$ cat config.mk
export PLATFORM = sky130hd
export DESIGN_NAME = sli_or_tree
export DESIGN_NICKNAME = d
export VERILOG_FILES = /design/src/rtl/core/sli_pkg.sv /design/src/rtl/core/sli_or_tree.sv
export SDC_FILE = /design/constraint.sdc
export NUM_CORES = 1
export LEC_CHECK = 0
export BUFFER_PORTS_ARGS = -buffer_cell sky130_fd_sc_hd__buf_2
export CORE_MARGIN = 10
export CORE_UTILIZATION = 21
export CTS_CLUSTER_DIAMETER = 80
export CTS_CLUSTER_SIZE = 8
export DETAILED_ROUTE_END_ITERATION = 6
export PLACE_DENSITY = 0.71
export SYNTH_ARGS = -nofsm -noshare
export SYNTH_HDL_FRONTEND = slang
export SYNTH_SLANG_ARGS = --single-unit
$ cat constraint.sdc
create_clock -name i_clk -period 0.8 [get_ports i_clk]
set_input_delay 0.12 -clock i_clk [delete_from_list [all_inputs] [get_ports i_clk]]
set_output_delay 0.12 -clock i_clk [all_outputs]
set_load 0.05 [all_outputs]
$ cat src/rtl/core/sli_pkg.sv
// Shared types, codes and elaboration-time helpers for the sorted insertion list.
// No dependencies; used by every module under rtl/core.

package sli_pkg;

    // Defaults for the top-level parameters
    localparam int CAPACITY_DEF    = 64;
    localparam int VALUE_WIDTH_DEF = 32;

    // Fixed payload widths
    localparam int KIND_W   = 1;
    localparam int FIELD_W  = 32;
    localparam int STATUS_W = 2;
    localparam int COUNT_W  = 7;

    // OR-reduction tree fan-in per registered level
    localparam int TREE_FANIN = 8;

    typedef enum logic [KIND_W-1:0] {
        KIND_INSERT = 1'b0,
        KIND_DELETE = 1'b1
    } t_kind;

    typedef enum logic [STATUS_W-1:0] {
        STATUS_DONE      = 2'd0,
        STATUS_NOT_FOUND = 2'd1,
        STATUS_FULL      = 2'd2
    } t_status;

    // Request and response beats
    typedef struct packed {
        t_kind                     kind;
        logic signed [FIELD_W-1:0] value;
    } t_req;

    typedef struct packed {
        t_status              status;
        logic [COUNT_W-1:0]   count;
    } t_rsp;

    // Sequencer states
    typedef enum logic [1:0] {
        ST_IDLE,
        ST_CMP,
        ST_REDUCE,
        ST_APPLY
    } t_state;

    // Per-cycle commands broadcast along the chain
    typedef struct packed {
        logic cmp_en;     // latch compare flags against the key
        logic apply_ins;  // shift right from the insertion point
        logic apply_del;  // shift left from the matching entry
    } t_cell_ctl;

    // Width of level l of the reduction tree (level 0 is the leaf vector)
    function automatic int tree_width(input int n, input int l);
        int w;
        w = n;
        for (int k = 0; k < l; k++) begin
            w = (w + TREE_FANIN - 1) / TREE_FANIN;
        end
        return w;
    endfunction

    // Number of registered levels down to a single bit
    function automatic int tree_levels(input int n);
        int w;
        int lvl;
        w   = n;
        lvl = 0;
        while (w > 1) begin
            w   = (w + TREE_FANIN - 1) / TREE_FANIN;
            lvl = lvl + 1;
        end
        return lvl;
    endfunction

    // Bit offset of the output of level l within the packed node vector
    function automatic int tree_offset(input int n, input int l);
        int off;
        off = 0;
        for (int k = 1; k <= l; k++) begin
            off = off + tree_width(n, k);
        end
        return off;
    endfunction

endpackage

$ cat src/rtl/core/sli_or_tree.sv
// Registered OR-reduction tree over the per-cell match flags.
// Depends on sli_pkg (tree sizing helpers).

module sli_or_tree #(
    parameter int N = sli_pkg::CAPACITY_DEF
) (
    input  logic         i_clk,
    input  logic [N-1:0] i_bits,
    output logic         o_any
);

    localparam int LEVELS = sli_pkg::tree_levels(N);
    localparam int TOTAL  = sli_pkg::tree_offset(N, LEVELS);
    localparam int FANIN  = sli_pkg::TREE_FANIN;

    logic [TOTAL-1:0] r_node;

    // One register stage per level, up to FANIN inputs per node
    for (genvar l = 0; l < LEVELS; l++) begin : g_lvl
        localparam int WI      = sli_pkg::tree_width(N, l);
        localparam int WO      = sli_pkg::tree_width(N, l + 1);
        localparam int IN_OFF  = (l == 0) ? 0 : sli_pkg::tree_offset(N, l - 1);
        localparam int OUT_OFF = sli_pkg::tree_offset(N, l);

        logic [WI-1:0] w_in;

        if (l == 0) begin : g_leaf
            assign w_in = i_bits;
        end else begin : g_inner
            assign w_in = r_node[IN_OFF+WI-1:IN_OFF];
        end

        for (genvar j = 0; j < WO; j++) begin : g_node
            localparam int LO = FANIN * j;
            localparam int HI = (LO + FANIN - 1 < WI - 1) ? LO + FANIN - 1 : WI - 1;

            always_ff @(posedge i_clk) begin
                r_node[OUT_OFF+j] <= |w_in[HI:LO];
            end
        end
    end

    assign o_any = r_node[TOTAL-1];

endmodule
==> flow_summary.toml, run 1 <==
[logic_synthesis]
synth_compound_area_share_pct = 0
synth_edf_count = 0
yosys.area_share.adder_pct = 0
synthXorXnorAreaFrac_pct = 0
yosysWarnings = 0
netlist.area_leader.share_pct = 55.2
synth_area_um2 = 327
synth.top_cells.by_count = "nor4_1, dfxtp_1, nand2_1"
ys_ff_latch = 9
synth_top_family_by_area = "simple AND/OR/NAND/NOR gates"
netlist_instances = 36
synth.area.mux_share_pct = 0
netlist.top_cell.by_area = "dfxtp_1"
yosys.area_share.simple_pct = 44.8
synth_nets = 101
synth.distinct_cells = 3
async_flop_share_pct = 0
synth.area.top_cells = "dfxtp_1, nor4_1, nand2_1"
synth_most_common_cell = "nor4_1"
synth_area_per_cell_um2 = 9.07
ys_seq_area_share_pct = 55.2
synth_ff_type = "dfxtp_1"

[job]
maxCapViolations = 0

[global_route]
grt_max_degree = 6
grt.overflow.total = 0
grt_pass1_wl_mm = 2.39
grt_antenna_before_repair = 0
grt_util_all_layers_pct = 8.69
grt_pass1_vias = 633

[clock_network]
postCtsSetupBuffers = 0
root_buffer = "clkbuf_4"
h-tree-depth = 1
cts_tree = "built"
clock_latency_ns = 0.25
clock_sinks = 9
cts_buffers = 3
clk_pin_slew_ns = 0.06
clock_path_buffers = 2
hold_buffers = 0

[setup_path]
worstPathArrival_ns = 0.72
critPathLaunchType = "flop"
max_stage_delay_ns = 0.33
cp_top_family = "flip-flops"
crit_buf_inv = 1
required_ns = 0.68
crit_fanout = 1
crit_slowest_cell = "dfxtp_2"
worst-setup-path-type = "flop to output pin"
end_kind = "output pin"
crit_chain = "buf_8"

[placed_design]
portBuffers = 65
place_area_um2 = 672
dp_cells = 117
gp_congestion = 0.637
dp_hpwl_mm = 1.51

[worst_hold_path]
hp-class = "primary input to flop"

[sta]
drv_slew = 0
worst_pin_slew_ns = 0.250
slew_headroom_pct = 83.2
timing.final.crit_share_pct = 105
setup_ws_ns = -0.0428
skew_ns = 0.000274
final-hold-violation-count = 0
setup_violations = 1
clock.fmax_mhz = 1190
rsz0062_at_grt = "true"
min_period_ns = 0.843

[die]
start_util_pct = 21.9
placementRows = 14
die-area_um2 = 3530
ioPinCount = 66
die_y_um = 59.4
dieWidth_um = 59.4
core_area_um2 = 1490

[drt]
drc = 0
ant_nets = 0
vias_per_cell = 4.54
drt_pass1_iterations = 1
drt_iter0_drc = 0
wl_per_cell_um = 13.1
drt_wl_total_mm = 1.58
vias = 549

[pwr]
leakage_uw = 0.000372
powerDensity_nw_per_um2 = 1300
ir_drop_mv = 0.872

[cells_and_area]
drive_gt1_share_pct = 68.6
fill_cells = 157
finalInstanceArea_um2 = 732
diodes = 0
finalNonFillerCells = 121
syn_to_final_growth_pct = 124
fin_nets = 171

[status]
status = "finished with violations"
violations = "negative setup slack"
[cells by family (layout without fill, tap and decap cells)]
kind of cell,Yosys count,after routing
buffers and inverters,0,69
flip-flops,9,9
AND/OR/NAND/NOR,27,27
[per-layer routing]
layer	global-route usage (%)	part of all wire [%]	wire [um]
met1	6.63	28	436
met2	16.0	58	911
met3	7.94	15	235
met4	0.984	0	0
met5	0	0	0
[where the power goes]
group,internal [uW],switching (uW)
clock,191,146
combinational,117,46.1
sequential,450,0.803
[cell usage in the layout (no fill, tap or decap)]
cell / n
buf_2: 64
clkbuf_1: 1
buf_8: 1
dfxtp_1: 7
nand2_1: 9
nor4_4: 1
clkbuf_4: 3
nor4_2: 1
dfxtp_2: 2
nor4_1: 16
[final cells by class]
cell class | instances | area (um2) | share of cell area [%]
Clock buffer | 4 | 26.3 | 3.59
Multi-Input combinational cell | 27 | 168 | 22.9
Sequential cell | 9 | 183 | 25.0
Tap cell | 16 | 20.0 | 2.74
Timing Repair Buffer | 65 | 335 | 45.8
[sequential cells by signal, summed over array words and instances, names as in the netlist]
register / count
o_any: 1
g_lvl.w_in: 8
[worst paths after layout]
kind	startpoint	endpoint	slack (ns)	depth (start not counted)
setup reg to reg	g_lvl[1].w_in[5]	o_any	0.04	2
setup / recovery	o_any	o_any	-0.04	1
hold reg to reg	g_lvl[1].w_in[6]	o_any	0.44	2
hold / removal	i_bits[54]	g_lvl[1].w_in[6]	0.04	3
[stage by stage]
stage	setup TNS [ns]	power (uW)	setup slack, ns	hold slack, ns	utilization (%)
CTS	-0.0523	962	-0.0523	0.0375	47.6
detailed placement	0	625	0.0496	0.305	45.1
floorplan	0	475	0.0912	0.211	-
global placement	0	620	0.0634	0.303	45.1
finish	-0.0428	951	-0.0428	0.0395	49.2
global route	-0.0983	1020	-0.0684	0.0296	49.2
[what timing repair did]
item / 4_1_cts / 5_1_grt
gates resized for setup: 4 / 4
setup endpoints to repair: 1 / 2
pin swaps: 0 / 2
(Power assumes the default switching activity.)
==> run 2, diff against run 1 <==
Settings changed: CAP_MARGIN set to 25, GPL_TIMING_DRIVEN set to 0.
==> flow_summary.toml, run 2 (same netlist as run 1, synthesis figures left out) <==
[status]
status = "finished with violations"
violations = "negative setup slack"

[cells_and_area]
drive_gt1_share_pct = 66.7
syn_to_final_growth_pct = 119
diodes = 0
finalNonFillerCells = 121
mostFrequentLayoutCell = "buf_2"
largest_reg_flops = 8
finalInstanceArea_um2 = 716
fill_cells = 140
final_cell_mix = "buf_2, nor4_1, nand2_1"
fin_nets = 171
utilization_pct = 48.1

[clock_network]
clock_path_buffers = 2
h-tree-depth = 1
cts_tree = "built"
cts_buffers = 3
clk_pin_slew_ns = 0.06
root_buffer = "clkbuf_4"
clock_latency_ns = 0.25
clock_sinks = 9

[sta]
clock.fmax_mhz = 1190
hold_ws_ns = 0.0420
skew_ns = 0.00392
slew_headroom_pct = 83.4
drv_slew = 0
min_period_ns = 0.838
worst_pin_slew_ns = 0.247
timing.final.crit_share_pct = 105
final-hold-violation-count = 0
setup_violations = 1
rsz0062_at_grt = "true"
setup_ws_ns = -0.0382

[pwr]
combPwrFrac_pct = 17.3
ir_drop_mv = 1.27
p_int_uw = 758
powerDensity_nw_per_um2 = 1320
leakage_uw = 0.000356
swShare_pct = 19.8
seq_power_share_pct = 47.6
p_clk_share_pct = 35.1
p_sw_uw = 187

[setup_path]
regToRegEndpoint = "o_any"
crit_slowest_cell = "dfxtp_2"
worst-setup-path-type = "flop to output pin"
critPathLaunch = "o_any"
r2r_start = "g_lvl[1].w_in[1]"
cp.depth = 1
critPathCapture = "o_any"
crit_buf_inv = 1
crit_chain = "buf_8"
crit_fanout = 1
r2r_slack_ns = 0.04
end_kind = "output pin"
critPathLaunchType = "flop"
cp_top_family = "flip-flops"
max_stage_delay_ns = 0.33
worstPathArrival_ns = 0.72
r2r_cells = 2
required_ns = 0.68

[drt]
drt_wl_total_mm = 1.51
drt_pass1_iterations = 2
vias = 523
ant_nets = 0
wl_per_cell_um = 12.5
drc = 0
drt_iter0_drc = 2
vias_per_cell = 4.32

[placed_design]
portBuffers = 65
dp_hpwl_mm = 1.44
place_area_um2 = 672
gp_congestion = 0.630
dp_cells = 117

[global_route]
grt_antenna_before_repair = 0
grt.overflow.total = 0
grt_util_all_layers_pct = 8.22
grt_max_degree = 6
grt_pass1_wl_mm = 2.28
grt_pass1_vias = 612

[die]
die_y_um = 59.4
core_area_um2 = 1490
die-area_um2 = 3530
placementRows = 14
dieWidth_um = 59.4
ioPinCount = 66
start_util_pct = 21.9

[worst_hold_path]
hp-class = "primary input to flop"

[job]
maxCapViolations = 0
==> run 2: cell counts in the layout (fill, tap and decap cells not counted) <==
No cell type changed its count.
==> run 2: power groups by stage <==
| stage | registers [uW] | logic [uW] | clock network, uW |
|---|---|---|---|
| final | 450 | 164 | 332 |
| after CTS | 450 | 165 | 346 |
| after global placement | 460 | 160 | 0 |
| after detailed placement | 460 | 165 | 0 |
| after global routing | 450 | 183 | 367 |
| after floorplan | 460 | 15.1 | 0 |
==> run 2: worst min path at each step <==
stage | end | from | cells after the start | slack [ns]
5_1_grt | g_lvl[1].w_in[6] | i_bits[55] | 3 | 0.04
6_report | g_lvl[1].w_in[5] | i_bits[46] | 3 | 0.04
3_5_place_dp | g_lvl[1].w_in[2] | i_bits[22] | 3 | 0.30
3_3_place_gp | g_lvl[1].w_in[2] | i_bits[22] | 3 | 0.30
4_1_cts | g_lvl[1].w_in[2] | i_bits[22] | 3 | 0.04
2_1_floorplan | g_lvl[1].w_in[0] | i_bits[2] | 2 | 0.21
==> run 2: timing repair <==
item / CTS / global route
resized for setup: 5 / 0
hold buffers: 0 / 0
buffers inserted: 0 / 0
endpoints found under the setup margin: 2 / 1
==> run 2: area by class of cell <==
type / count / area [um2] / share of cell area [%]
flip-flops and latches: 9 / 181 / 25.3
repair buffers: 65 / 335 / 46.9
well taps: 16 / 20.0 / 2.80
multi-input cells: 27 / 153 / 21.3
clock buffers: 4 / 26.3 / 3.67
==> run 2: routing by layer <==
| metal | part of all wire (%) | global-route usage [%] | wire, um | vias to the layer above |
|---|---|---|---|---|
| met4 | 0 | 0.984 | 0 | 0 |
| met1 | 33 | 6.52 | 497 | 212 |
| met5 | 0 | 0 | 0 | - |
| met3 | 12 | 7.08 | 181 | 0 |
| li1 | - | - | - | 281 |
| met2 | 55 | 15.2 | 833 | 30 |
==> run 2: through the flow <==
step	setup slack (ns)	power (uW)	setup TNS, ns
floorplan	0.0912	475	0
global placement	0.0174	619	0
detailed placement	0.00911	625	0
CTS	-0.0481	962	-0.0481
global route	-0.0643	1000	-0.0643
finish	-0.0382	945	-0.0382
==> run 2: worst register-to-register path: stages (launching register included) <==
cell and delay (ns):
dfxtp_1 0.31, nor4_2 0.26, nand2_1 0.08
