===== src/rtl/core/sli_pkg.sv =====
// Shared types, codes and elaboration-time helpers for the sorted insertion list.
// No dependencies; used by every module under rtl/core.

package sli_pkg;

    // Defaults for the top-level parameters
    localparam int CAPACITY_DEF    = 64;
    localparam int VALUE_WIDTH_DEF = 32;

    // Fixed payload widths
    localparam int KIND_W   = 1;
    localparam int FIELD_W  = 32;
    localparam int STATUS_W = 2;
    localparam int COUNT_W  = 7;

    // OR-reduction tree fan-in per registered level
    localparam int TREE_FANIN = 8;

    typedef enum logic [KIND_W-1:0] {
        KIND_INSERT = 1'b0,
        KIND_DELETE = 1'b1
    } t_kind;

    typedef enum logic [STATUS_W-1:0] {
        STATUS_DONE      = 2'd0,
        STATUS_NOT_FOUND = 2'd1,
        STATUS_FULL      = 2'd2
    } t_status;

    // Request and response beats
    typedef struct packed {
        t_kind                     kind;
        logic signed [FIELD_W-1:0] value;
    } t_req;

    typedef struct packed {
        t_status              status;
        logic [COUNT_W-1:0]   count;
    } t_rsp;

    // Sequencer states
    typedef enum logic [1:0] {
        ST_IDLE,
        ST_CMP,
        ST_REDUCE,
        ST_APPLY
    } t_state;

    // Per-cycle commands broadcast along the chain
    typedef struct packed {
        logic cmp_en;     // latch compare flags against the key
        logic apply_ins;  // shift right from the insertion point
        logic apply_del;  // shift left from the matching entry
    } t_cell_ctl;

    // Width of level l of the reduction tree (level 0 is the leaf vector)
    function automatic int tree_width(input int n, input int l);
        int w;
        w = n;
        for (int k = 0; k < l; k++) begin
            w = (w + TREE_FANIN - 1) / TREE_FANIN;
        end
        return w;
    endfunction

    // Number of registered levels down to a single bit
    function automatic int tree_levels(input int n);
        int w;
        int lvl;
        w   = n;
        lvl = 0;
        while (w > 1) begin
            w   = (w + TREE_FANIN - 1) / TREE_FANIN;
            lvl = lvl + 1;
        end
        return lvl;
    endfunction

    // Bit offset of the output of level l within the packed node vector
    function automatic int tree_offset(input int n, input int l);
        int off;
        off = 0;
        for (int k = 1; k <= l; k++) begin
            off = off + tree_width(n, k);
        end
        return off;
    endfunction

endpackage


===== src/rtl/core/sli_cell.sv =====
// One compare-and-shift cell of the sorted chain: holds one entry and its flags.
// Depends on sli_pkg (t_cell_ctl).

module sli_cell #(
    parameter int VALUE_WIDTH = sli_pkg::VALUE_WIDTH_DEF
) (
    input  logic                          i_clk,
    input  sli_pkg::t_cell_ctl            i_ctl,
    input  logic signed [VALUE_WIDTH-1:0] i_key,
    input  logic                          i_valid,
    input  logic                          i_left_g,
    input  logic                          i_left_m,
    input  logic signed [VALUE_WIDTH-1:0] i_left_data,
    input  logic signed [VALUE_WIDTH-1:0] i_right_data,
    output logic signed [VALUE_WIDTH-1:0] o_data,
    output logic                          o_g,
    output logic                          o_m,
    output logic                          o_hit
);

    logic signed [VALUE_WIDTH-1:0] r_data;
    logic                          r_g;   // empty, or entry above key
    logic                          r_m;   // occupied and entry at or above key
    logic                          r_eq;  // occupied and entry equal to key

    // Local compare against the broadcast key
    always_ff @(posedge i_clk) begin
        if (i_ctl.cmp_en) begin
            r_g  <= !i_valid || (r_data > i_key);
            r_m  <= i_valid && (r_data >= i_key);
            r_eq <= i_valid && (r_data == i_key);
        end
    end

    // Entry update: shift right on insert, left on delete
    always_ff @(posedge i_clk) begin
        if (i_ctl.apply_ins && r_g) begin
            r_data <= i_left_g ? i_left_data : i_key;
        end else if (i_ctl.apply_del && r_m) begin
            r_data <= i_right_data;
        end
    end

    assign o_data = r_data;
    assign o_g    = r_g;
    assign o_m    = r_m;
    // first entry at or above the key, and equal to it
    assign o_hit  = r_eq && !i_left_m;

endmodule


===== config.mk =====
export PLATFORM = sky130hd
export DESIGN_NAME = sli_cell
export DESIGN_NICKNAME = d
export VERILOG_FILES = /design/src/rtl/core/sli_pkg.sv /design/src/rtl/core/sli_cell.sv
export SDC_FILE = /design/constraint.sdc
export NUM_CORES = 1
export LEC_CHECK = 0
export ABC_AREA = 1
export BUFFER_PORTS_ARGS = -buffer_cell sky130_fd_sc_hd__buf_2
export CELL_PAD_IN_SITES_DETAIL_PLACEMENT = 1
export CELL_PAD_IN_SITES_GLOBAL_PLACEMENT = 1
export CORE_MARGIN = 2
export CORE_UTILIZATION = 28
export CTS_CLUSTER_DIAMETER = 40
export CTS_CLUSTER_SIZE = 40
export DETAILED_ROUTE_END_ITERATION = 8
export PLACE_DENSITY = 0.82
export REMOVE_ABC_BUFFERS = 1
export SLEW_MARGIN = 10
export SYNTH_ARGS = -nofsm -noshare
export SYNTH_HDL_FRONTEND = slang
export SYNTH_SLANG_ARGS = --single-unit

===== constraint.sdc =====
create_clock -name i_clk -period 1.9 [get_ports i_clk]
set_input_delay 0.095 -clock i_clk [delete_from_list [all_inputs] [get_ports i_clk]]
set_output_delay 0.095 -clock i_clk [all_outputs]
set_load 0.02 [all_outputs]

==> flow_summary_export.csv, run 1 <==
group,metric,value,unit
outcome,status,"finished clean",
critical_path,cp_max_fo,3,
clocking,cts_max_level,2,
grt,globalRouteOverflowTotal,0,
critical_path,cp-start-kind,"flop",
critical_path,critPathKind,"flop to flop",
synthesis,synth_area_leader_cell,"edfxtp_1",
synthesis,yosys_warnings,0,
min_path,hold_class,"primary input to flop",
clocking,cts_hold_buf,0,
power,p_sw,0.890,mW
timing,setup_viol,0,
grt,first_global_vias,2962,
timing,hold_viol_final,0,
layout,layout-drive-gt1-share,0.398,
synthesis,synth-xor-area-share,0,
clocking,path_clk_slew,0.08,ns
timing,fin_crit_sh,0.965,
timing,finClkSkew,0.00828,ns
power,power.density,665,nW/um^2
min_path,hp-start,"i_ctl[2]",
clocking,tritoncts,"yes",
critical_path,worstPathRequired,1.95,ns
grt,grt_usage,0.169,
timing,slew_headroom,0.571,
floorplan,die_h,101,um
synthesis,synth_cell_types,21,
timing,fin_ws,0.0664,ns
drt,vias,2801,
synthesis,synth_most_common_cell,"a21oi_1",
drt,routedWlPerCell,15.3,um
placed_design,dpl-instance-area,3440,sq um
synthesis,synth_flop_cell,"edfxtp_1",
synthesis,netlist_top_cells_area,"edfxtp_1, ha_1, a21oi_1",
floorplan,coreArea,9150,sq um
min_path,min_path_cells,1,
critical_path,r2r_slack,0.07,ns
synthesis,synth_top_area_share,0.401,
timing,final.min_clock_period,1.83,ns
timing,setup_tns,0,ns
placed_design,pre_cts_slack,0.0360,ns
power,swShare,0.359,
placed_design,dp_cells,576,
synthesis,synth-edff-count,35,
synthesis,synth_top_family_by_area,"simple AND/OR/NAND/NOR gates",
power,p_clk_frac,0.216,
power,p_leak,1.88,nW
power,internal-power,1.59,mW
synthesis,async_reset_ff_frac,0,
synthesis,synth_simple_gate_area_frac,0.195,
synthesis,synth-adder-area-share,0.153,
grt,grt_max_degree,33,
drt,drc,0,
clocking,cts_num_sinks,35,
power,ir_worst_vdd,0.239,mV
critical_path,rr_endpoint,"o_m",
placed_design,io_buffers,137,
layout,antenna_cells,0,
timing,fmax,545,MHz
placed_design,gp_congestion,0.739,
synthesis,synth_area,2620,sq um
clocking,clk_latency,0.30,ns
clocking,cts-root-buf,"clkbuf_8",
layout,final_nets,611,
synthesis,syn_inst,336,
critical_path,r2r_cells,12,
drt,wl,9.00,mm
floorplan,start_util,0.286,
grt,antenna_found_initial,0,
synthesis,ys_top_cells_by_count,"a21oi_1, nand2_1, inv_1, nor2_1, edfxtp_1",
drt,drtIter0Drc,52,
critical_path,cp-end-kind,"flop",
drt,avgViaCountPerCell,4.76,
placed_design,dp_hpwl,6.66,mm
job,drv_cap,0,
synthesis,seq_area_frac_synth,0.401,
critical_path,reg2reg_from,"o_data[15]",
power,seq_power_share,0.413,
power,p_comb_frac,0.371,
timing,fin_hold_ws,0.0504,ns
layout,stdcell_count,588,
floorplan,rows,35,
drt,drt-pass1-iter-count,4,
synthesis,synth_seq_cells,35,
critical_path,cp-startpoint,"o_data[15]",
synthesis,synth_compound_gate_area_share,0.163,
timing,worstMarginPinSlew,0.642,ns
floorplan,io_pins,138,
critical_path,arrival,1.89,ns
synthesis,muxShareOfSynthArea,0,
timing,drv_slew,0,
layout,areaGrowthSynthToFinish,42.2,%
clocking,clk_path_buf_depth,2,
grt,grt_pass1_wl,13.7,mm
floorplan,die_area,10200,sq um
floorplan,die-width,101,um
min_path,whs_endpoint,"r_eq",
synthesis,synth.avg_cell_area,7.80,sq um
layout,design_area,3730,sq um
clocking,numCtsBuffers,5,
drt,antenna_left,0,
-- power groups by stage --
stage / Sequential (mW) / Clock [mW] / Combinational (mW)
after CTS: 1.02 / 0.553 / 0.829
after global placement: 1.02 / 0 / 0.796
final: 1.02 / 0.535 / 0.921
after floorplan: 1.13 / 0 / 0.362
after detailed placement: 1.03 / 0 / 0.822
after global routing: 1.04 / 0.566 / 1.04
-- per-stage QoR --
stage,util,total power [mW]
2_1_floorplan,-,1.49
6_report,0.407,2.48
3_5_place_dp,0.376,1.85
5_1_grt,0.407,2.64
4_1_cts,0.385,2.40
3_3_place_gp,0.376,1.82
-- flip-flops by register name, summed over array words and instances, names as in the netlist --
signal and count:
r_eq 1, o_m 1, o_g 1, o_data 32
-- placed cells by master (no fill, tap or decap), types with 3 or more instances in the layout --
cell type  netlist  layout
buf_2            6     137
a21oi_1         77      73
nand2_1         73      63
inv_1           43      42
nor2_1          39      36
edfxtp_1        35      35
ha_1            32      24
nand2_2          1      10
ha_4             0       8
buf_4            0       8
inv_2            4       5
a21oi_2          1       5
clkbuf_8         0       5
nor2_4           1       3
nand3_1          6       3
nand3_2          0       3
-- worst max-delay path: stages (launching register included) --
cell,delay [ns]
edfxtp_1,0.45
ha_4,0.31
nand2_2,0.07
nor2_4,0.09
nand4_1,0.12
inv_2,0.11
nand2_2,0.05
nand2_2,0.06
nand2_2,0.07
nand2_2,0.07
nand2_2,0.07
nand3_2,0.06
nand2_1,0.05
-- kinds of logic after synthesis --
logic type | after synthesis
buffers and inverters | 60
flip-flops | 35
AND/OR/NAND/NOR | 126
AO/OA/AOI/OAI | 83
adder cells (fa/ha/maj) | 32
-- timing repair --
action / in CTS / in global routing
setup endpoints to repair: 1 / 2
resized for setup: 1 / 32
pin swaps: 0 / 11
setup buffers: 0 / 4
-- final cells by class --
type	count	area [sq um]
timing repair buffer	146	766
tap	111	139
inverter	47	176
multi-input combinational	241	1520
clock buffer	6	72.6
fill	1156	5430
clock inverter	2	7.51
sequential	35	1050
-- worst max-delay path by stage --
stage / to / cells after the start
after global placement: o_g / 9
after CTS: o_g / 12
after floorplan: o_data[0] / 2
after detailed placement: o_g / 12
after global routing: o_m / 9
final: o_m / 12
-- metal layers --
metal	up-vias	track usage	share of wire
li1	1393	-	-
met1	1318	0.194	0.41
met2	82	0.322	0.53
met3	8	0.0326	0.053
met4	0	0.0369	0.012
met5	-	0	0
(Power assumes the default switching activity.)
==> inputs of run 2 (changes only) <==
--- a/config.mk
+++ b/config.mk
@@ -7,8 +7,6 @@
 export LEC_CHECK = 0
-export ABC_AREA = 1
+export ABC_AREA = 0
 export BUFFER_PORTS_ARGS = -buffer_cell sky130_fd_sc_hd__buf_2
-export CELL_PAD_IN_SITES_DETAIL_PLACEMENT = 1
-export CELL_PAD_IN_SITES_GLOBAL_PLACEMENT = 1
 export CORE_MARGIN = 2
-export CORE_UTILIZATION = 28
+export CORE_UTILIZATION = 41
 export CTS_CLUSTER_DIAMETER = 40
@@ -16,3 +14,3 @@
 export DETAILED_ROUTE_END_ITERATION = 8
-export PLACE_DENSITY = 0.82
+export PLACE_DENSITY = 0.83
 export REMOVE_ABC_BUFFERS = 1
--- a/constraint.sdc
+++ b/constraint.sdc
@@ -3,2 +3,2 @@
 set_output_delay 0.095 -clock i_clk [all_outputs]
-set_load 0.02 [all_outputs]
+set_load 0.05 [all_outputs]
==> run 2 against run 1 <==
  * The run now ends with setup timing left
  * Synthesized area rose by 0.43%
  * Sequential cell count unchanged
  * First-iteration DRC count decreased by 15%
  * Clock skew up 0.0011 ns
  * Routed wire length down 26%
  * Combinational power rose by 17%
  * Cell count down 16%
  * Worst setup slack got worse by 0.14 ns
  * Via count decreased by 12%
  * Clock power shrank 2%
  * Critical endpoint unchanged
  * Highest routed layer unchanged
==> flow_summary_export.csv, run 2 <==
group,metric,value,unit
timing,setup_viol,2,
floorplan,die-width,84.1,um
drt,dr.max_layer_used,"met4",
timing,drv_slew,0,
timing,fin_ws,-0.0722,ns
synthesis,seq_area_frac_synth,0.399,
drt,antenna_left,0,
grt,grt_max_degree,65,
critical_path,critPathKind,"flop to flop",
layout,areaGrowthSynthToFinish,42.3,%
timing,fmax,507,MHz
critical_path,arrival,1.99,ns
floorplan,coreArea,6280,sq um
clocking,clk_path_buf_depth,2,
drt,drt-pass1-iter-count,4,
placed_design,dp_hpwl,5.19,mm
critical_path,cp-start-kind,"flop",
outcome,status,"finished with violations",
synthesis,synth-edff-count,35,
layout,antenna_cells,0,
critical_path,cp_max_fo,3,
clocking,clk_latency,0.29,ns
drt,dr_wl_met3,462,um
power,p_total,2.62,mW
synthesis,yosys_warnings,0,
layout,final-seq-area,1050,sq um
floorplan,die_area,7080,sq um
outcome,failed_checks,"setup timing",
drt,wl_met2,3.43,mm
timing,worstMarginPinSlew,0.429,ns
grt,globalRouteOverflowTotal,0,
timing,hold_viol_final,0,
min_path,whs_endpoint,"r_eq",
timing,rsz0062_at_grt,"yes",
power,power.density,700,nW/um^2
drt,drtIter0Drc,44,
synthesis,synth.avg_cell_area,9.71,sq um
layout,layout_common_cells,"buf_2, a21oi_1, nor2_1",
critical_path,reg2reg_from,"o_data[14]",
synthesis,ys_top_cells_by_count,"a21oi_1, nor2_1, edfxtp_1, inv_1",
power,ir_worst_vdd,0.405,mV
drt,drc,0,
floorplan,start_util,0.419,
drt,met1_length,2.78,mm
synthesis,synth_area,2630,sq um
layout,largest_reg_flops,32,
clocking,numCtsBuffers,5,
grt,grt_usage,0.187,
layout,multi_input_area,1590,sq um
synthesis,async_reset_ff_frac,0,
synthesis,synth_top_area_share,0.399,
clocking,cts_max_level,2,
drt,routedWlPerCell,13.5,um
floorplan,io_pins,138,
clocking,cts-root-buf,"clkbuf_8",
clocking,path_clk_slew,0.08,ns
synthesis,synth_area_leader_cell,"edfxtp_1",
placed_design,gp_congestion,0.751,
synthesis,synth_cell_types,34,
timing,final.min_clock_period,1.97,ns
critical_path,r2r_cells,6,
power,p_leak,1.85,nW
timing,fin_crit_sh,1.04,
clocking,cts_hold_buf,0,
layout,final_util,0.597,
layout,final_nets,551,
drt,vias,2469,
synthesis,syn_inst,271,
placed_design,io_buffers,137,
clocking,cts_num_sinks,35,
placed_design,dp_cells,483,
floorplan,rows,29,
synthesis,synth_flop_cell,"edfxtp_1",
drt,wl,6.69,mm
critical_path,rr_endpoint,"o_m",
timing,finClkSkew,0.00941,ns
synthesis,synth_most_common_cell,"a21oi_1",
drt,avgViaCountPerCell,5.00,
synthesis,netlist_top_cells_area,"edfxtp_1, ha_1, mux2i_1",
min_path,hp-start,"i_ctl[2]",
timing,slew_headroom,0.714,
placed_design,pre_cts_slack,-0.168,ns
layout,nFillCells,554,
floorplan,die_h,84.1,um
layout,layout-drive-gt1-share,0.427,
job,drv_cap,0,
min_path,hold_class,"primary input to flop",
synthesis,synth_seq_cells,35,
critical_path,cp-end-kind,"flop",
grt,first_global_vias,2556,
layout,mostFrequentLayoutCell,"buf_2",
clocking,tritoncts,"yes",
grt,antenna_found_initial,0,
grt,grt_pass1_wl,11.0,mm
min_path,min_path_cells,1,
layout,stdcell_count,494,
critical_path,r2r_slack,-0.07,ns
critical_path,worstPathRequired,1.92,ns
-- run 2: critical path: stages, from the launching register on --
cell      delay, ns
edfxtp_1       0.44
ha_4           0.28
a21oi_1        0.14
nand2_1        0.06
a221o_1        0.38
o31ai_4        0.27
a311oi_2       0.12
-- run 2: worst max-delay path by stage --
stage | start | end | slack [ns] | cells past startpoint
after global routing | o_data[15] | o_m | -0.18 | 6
after CTS | o_data[9] | o_m | -0.03 | 6
after global placement | o_data[14] | o_m | -0.07 | 6
after detailed placement | o_data[14] | o_m | -0.17 | 6
after floorplan | o_g | o_data[0] | -1.11 | 2
final | o_data[14] | o_m | -0.07 | 6
-- run 2: logic make-up after synthesis --
logic type      Yosys count  synth area share
buf+inv                  46            0.0675
compound gates           65             0.146
fa+ha+maj                32             0.152
flops                    35             0.399
simple gates             61             0.114
mux                      32             0.122
-- run 2: area by class of cell --
class / count / share of cell area
multi-input combinational: 190 / 0.426
sequential: 35 / 0.281
timing repair buffer: 150 / 0.212
inverter: 34 / 0.0341
tap: 77 / 0.0257
clock buffer: 7 / 0.0204
clock inverter: 1 / 0.00134
-- run 2: timing repair --
item | in CTS | in global routing
gates resized for setup | 10 | 13
gates cloned | 0 | 0
buffers inserted | 1 | 2
pin swaps | 7 | 8
setup endpoints to repair | 2 | 2
-- run 2: routing by layer --
metal / track usage / up-vias
met4: 0.0425 / 0
met1: 0.215 / 1111
met2: 0.346 / 85
met3: 0.0482 / 2
met5: 0 / -
li1: - / 1271
-- run 2: power breakdown --
part / leakage (nW) / internal, mW / switching (mW)
Combinational: 1.47 / 0.399 / 0.677
Sequential: 0.337 / 0.971 / 0.0525
Clock: 0.0422 / 0.257 / 0.265
Total: 1.85 / 1.63 / 0.995
-- run 2: metrics by stage --
stage                     hold WS [ns]  area [sq um]  TNS, ns
after floorplan                  0.207          2580   -47.94
after global placement           0.348          3450   -0.117
after detailed placement         0.347          3450   -0.273
after CTS                       0.0504          3630  -0.0648
after global routing            0.0548          3750   -0.301
final                           0.0606          3750   -0.120
==> inputs of run 3 (changes only) <==
Settings changed: CORE_MARGIN 2 to not set, SETUP_SLACK_MARGIN set to 0.15.
Clock period 1.9 ns to 1.8 ns, I/O delays scaled along.
==> run 3 against run 2 <==
  * Register-to-register slack got worse by 0.09 ns
  * Largest power group unchanged
  * Sequential cell count unchanged
  * Cell count rose by 1.2%
  * Highest routed layer unchanged
  * Worst hold slack worse by 0.0086 ns
  * The run still ends with setup timing left
  * Maximum frequency increased by 0.75%
  * Global-route usage grew 2.1 points
  * Routed wire length is 2.8% higher
  * Clock power grew 7.3%
  * Design area up 2.3%
==> flow_summary_export.csv, run 3 (synthesis results as in run 2) <==
group,metric,value,unit
critical_path,reg2reg_from,"o_data[11]",
floorplan,die_h,82.1,um
min_path,hp-start,"i_ctl[2]",
critical_path,worstPathRequired,1.91,ns
timing,finClkSkew,0.0128,ns
placed_design,io_buffers,137,
clocking,cts_num_sinks,35,
critical_path,cpMaxStageDelayCell,"edfxtp_1",
clocking,tritoncts,"yes",
clocking,path_clk_slew,0.08,ns
grt,grt_max_degree,65,
layout,layout-drive-gt1-share,0.456,
critical_path,cp-startpoint,"o_data[11]",
critical_path,slowest_delay,0.44,ns
drt,avgViaCountPerCell,5.11,
min_path,whs_endpoint,"o_g",
timing,final.min_clock_period,1.96,ns
critical_path,critPathKind,"flop to flop",
grt,globalRouteOverflowTotal,0,
timing,setup_tns,-0.299,ns
drt,drt-pass1-iter-count,6,
timing,drv_slew,0,
layout,areaGrowthSynthToFinish,45.5,%
min_path,min_path_cells,1,
floorplan,start_util,0.434,
clocking,clk_path_buf_depth,2,
floorplan,coreArea,6060,sq um
layout,final_nets,559,
critical_path,cp_cell_sequence,"ha_4, nand4_4, nor4_4, a21boi_2, o31ai_4, a311oi_2",
power,ir_worst_vdd,0.422,mV
critical_path,cp-end-kind,"flop",
timing,worstMarginPinSlew,0.438,ns
floorplan,rows,28,
clocking,cts_max_level,2,
critical_path,critPathTopFamily,"compound AO/OA/AOI/OAI gates",
grt,grt_usage,0.208,
critical_path,rr_endpoint,"o_m",
drt,drtIter0Drc,66,
clocking,clk_latency,0.29,ns
timing,fin_ws,-0.157,ns
critical_path,r2r_cells,6,
layout,largest_reg_flops,32,
floorplan,die_area,6750,sq um
grt,grt_pass1_wl,10.6,mm
layout,layout_common_cells,"buf_2, a21oi_1, edfxtp_1",
drt,drc,0,
timing,rsz0062_at_grt,"yes",
critical_path,cp-start-kind,"flop",
timing,fin_crit_sh,1.09,
grt,antenna_found_initial,0,
drt,routedWlPerCell,13.8,um
timing,hold_viol_final,0,
floorplan,io_pins,138,
layout,design_area,3830,sq um
drt,antenna_left,0,
clocking,numCtsBuffers,5,
min_path,hold_class,"primary input to flop",
placed_design,dpl-instance-area,3500,sq um
placed_design,gp_congestion,0.770,
layout,mostFrequentLayoutCell,"buf_2",
timing,fin_hold_ws,0.0520,ns
outcome,status,"finished with violations",
grt,first_global_vias,2487,
critical_path,arrival,2.06,ns
drt,vias,2554,
timing,slew_headroom,0.708,
critical_path,r2r_slack,-0.16,ns
layout,antenna_cells,0,
placed_design,dp_hpwl,5.30,mm
critical_path,cp_max_fo,2,
power,p_total,2.83,mW
power,power.density,740,nW/um^2
job,drv_cap,0,
power,p_leak,1.89,nW
drt,wl,6.88,mm
timing,fmax,511,MHz
clocking,cts-root-buf,"clkbuf_8",
outcome,failed_checks,"setup timing",
layout,final_util,0.632,
floorplan,die-width,82.1,um
timing,setup_viol,2,
clocking,cts_hold_buf,0,
critical_path,path_buf_inv,0,
run 3: what timing repair did:
| action | CTS | global route |
|---|---|---|
| gates resized for setup | 16 | 15 |
| pin swaps | 9 | 6 |
| setup buffers | 3 | 2 |
| endpoints found under the setup margin | 3 | 3 |
run 3: routing by layer:
layer  GRT usage  part of all wire  vias to the layer above
met2       0.402              0.55                       86
li1            -                 -                     1285
met1       0.220              0.39                     1177
met3      0.0571             0.058                        6
met4      0.0456            0.0052                        0
met5           0                 0                        -
run 3: through the flow:
step / setup WS (ns) / cells
4_1_cts: -0.156 / 498
3_5_place_dp: -0.262 / 487
2_1_floorplan: -1.21 / 259
5_1_grt: -0.256 / 500
3_3_place_gp: -0.175 / 487
6_report: -0.157 / 500
run 3: cell type report:
class	count	area, sq um
Fill cell	523	2230
Multi-Input combinational cell	190	1620
Sequential cell	35	1050
Timing Repair Buffer	158	856
Inverter	34	128
Tap cell	75	93.8
Clock buffer	7	76.3
Clock inverter	1	5.00
run 3: worst register-to-register path, delay by kind of cell, from the launching register on:
| kind | cells | cell delay, ns |
|---|---|---|
| adder cells (fa/ha/maj) | 1 | 0.31 |
| AND/OR/NAND/NOR | 2 | 0.44 |
| AO/OA/AOI/OAI | 3 | 0.59 |
| flip-flops | 1 | 0.44 |
run 3: how the worst max path moves through the flow:
stage / end / cells after the start
2_1_floorplan: o_data[0] / 2
3_3_place_gp: o_m / 6
3_5_place_dp: o_m / 6
4_1_cts: o_m / 6
5_1_grt: o_g / 6
6_report: o_m / 6
run 3: power breakdown:
part	switching, mW	internal [mW]	total (mW)
logic	0.733	0.455	1.19
clock network	0.289	0.272	0.561
registers	0.0602	1.03	1.09
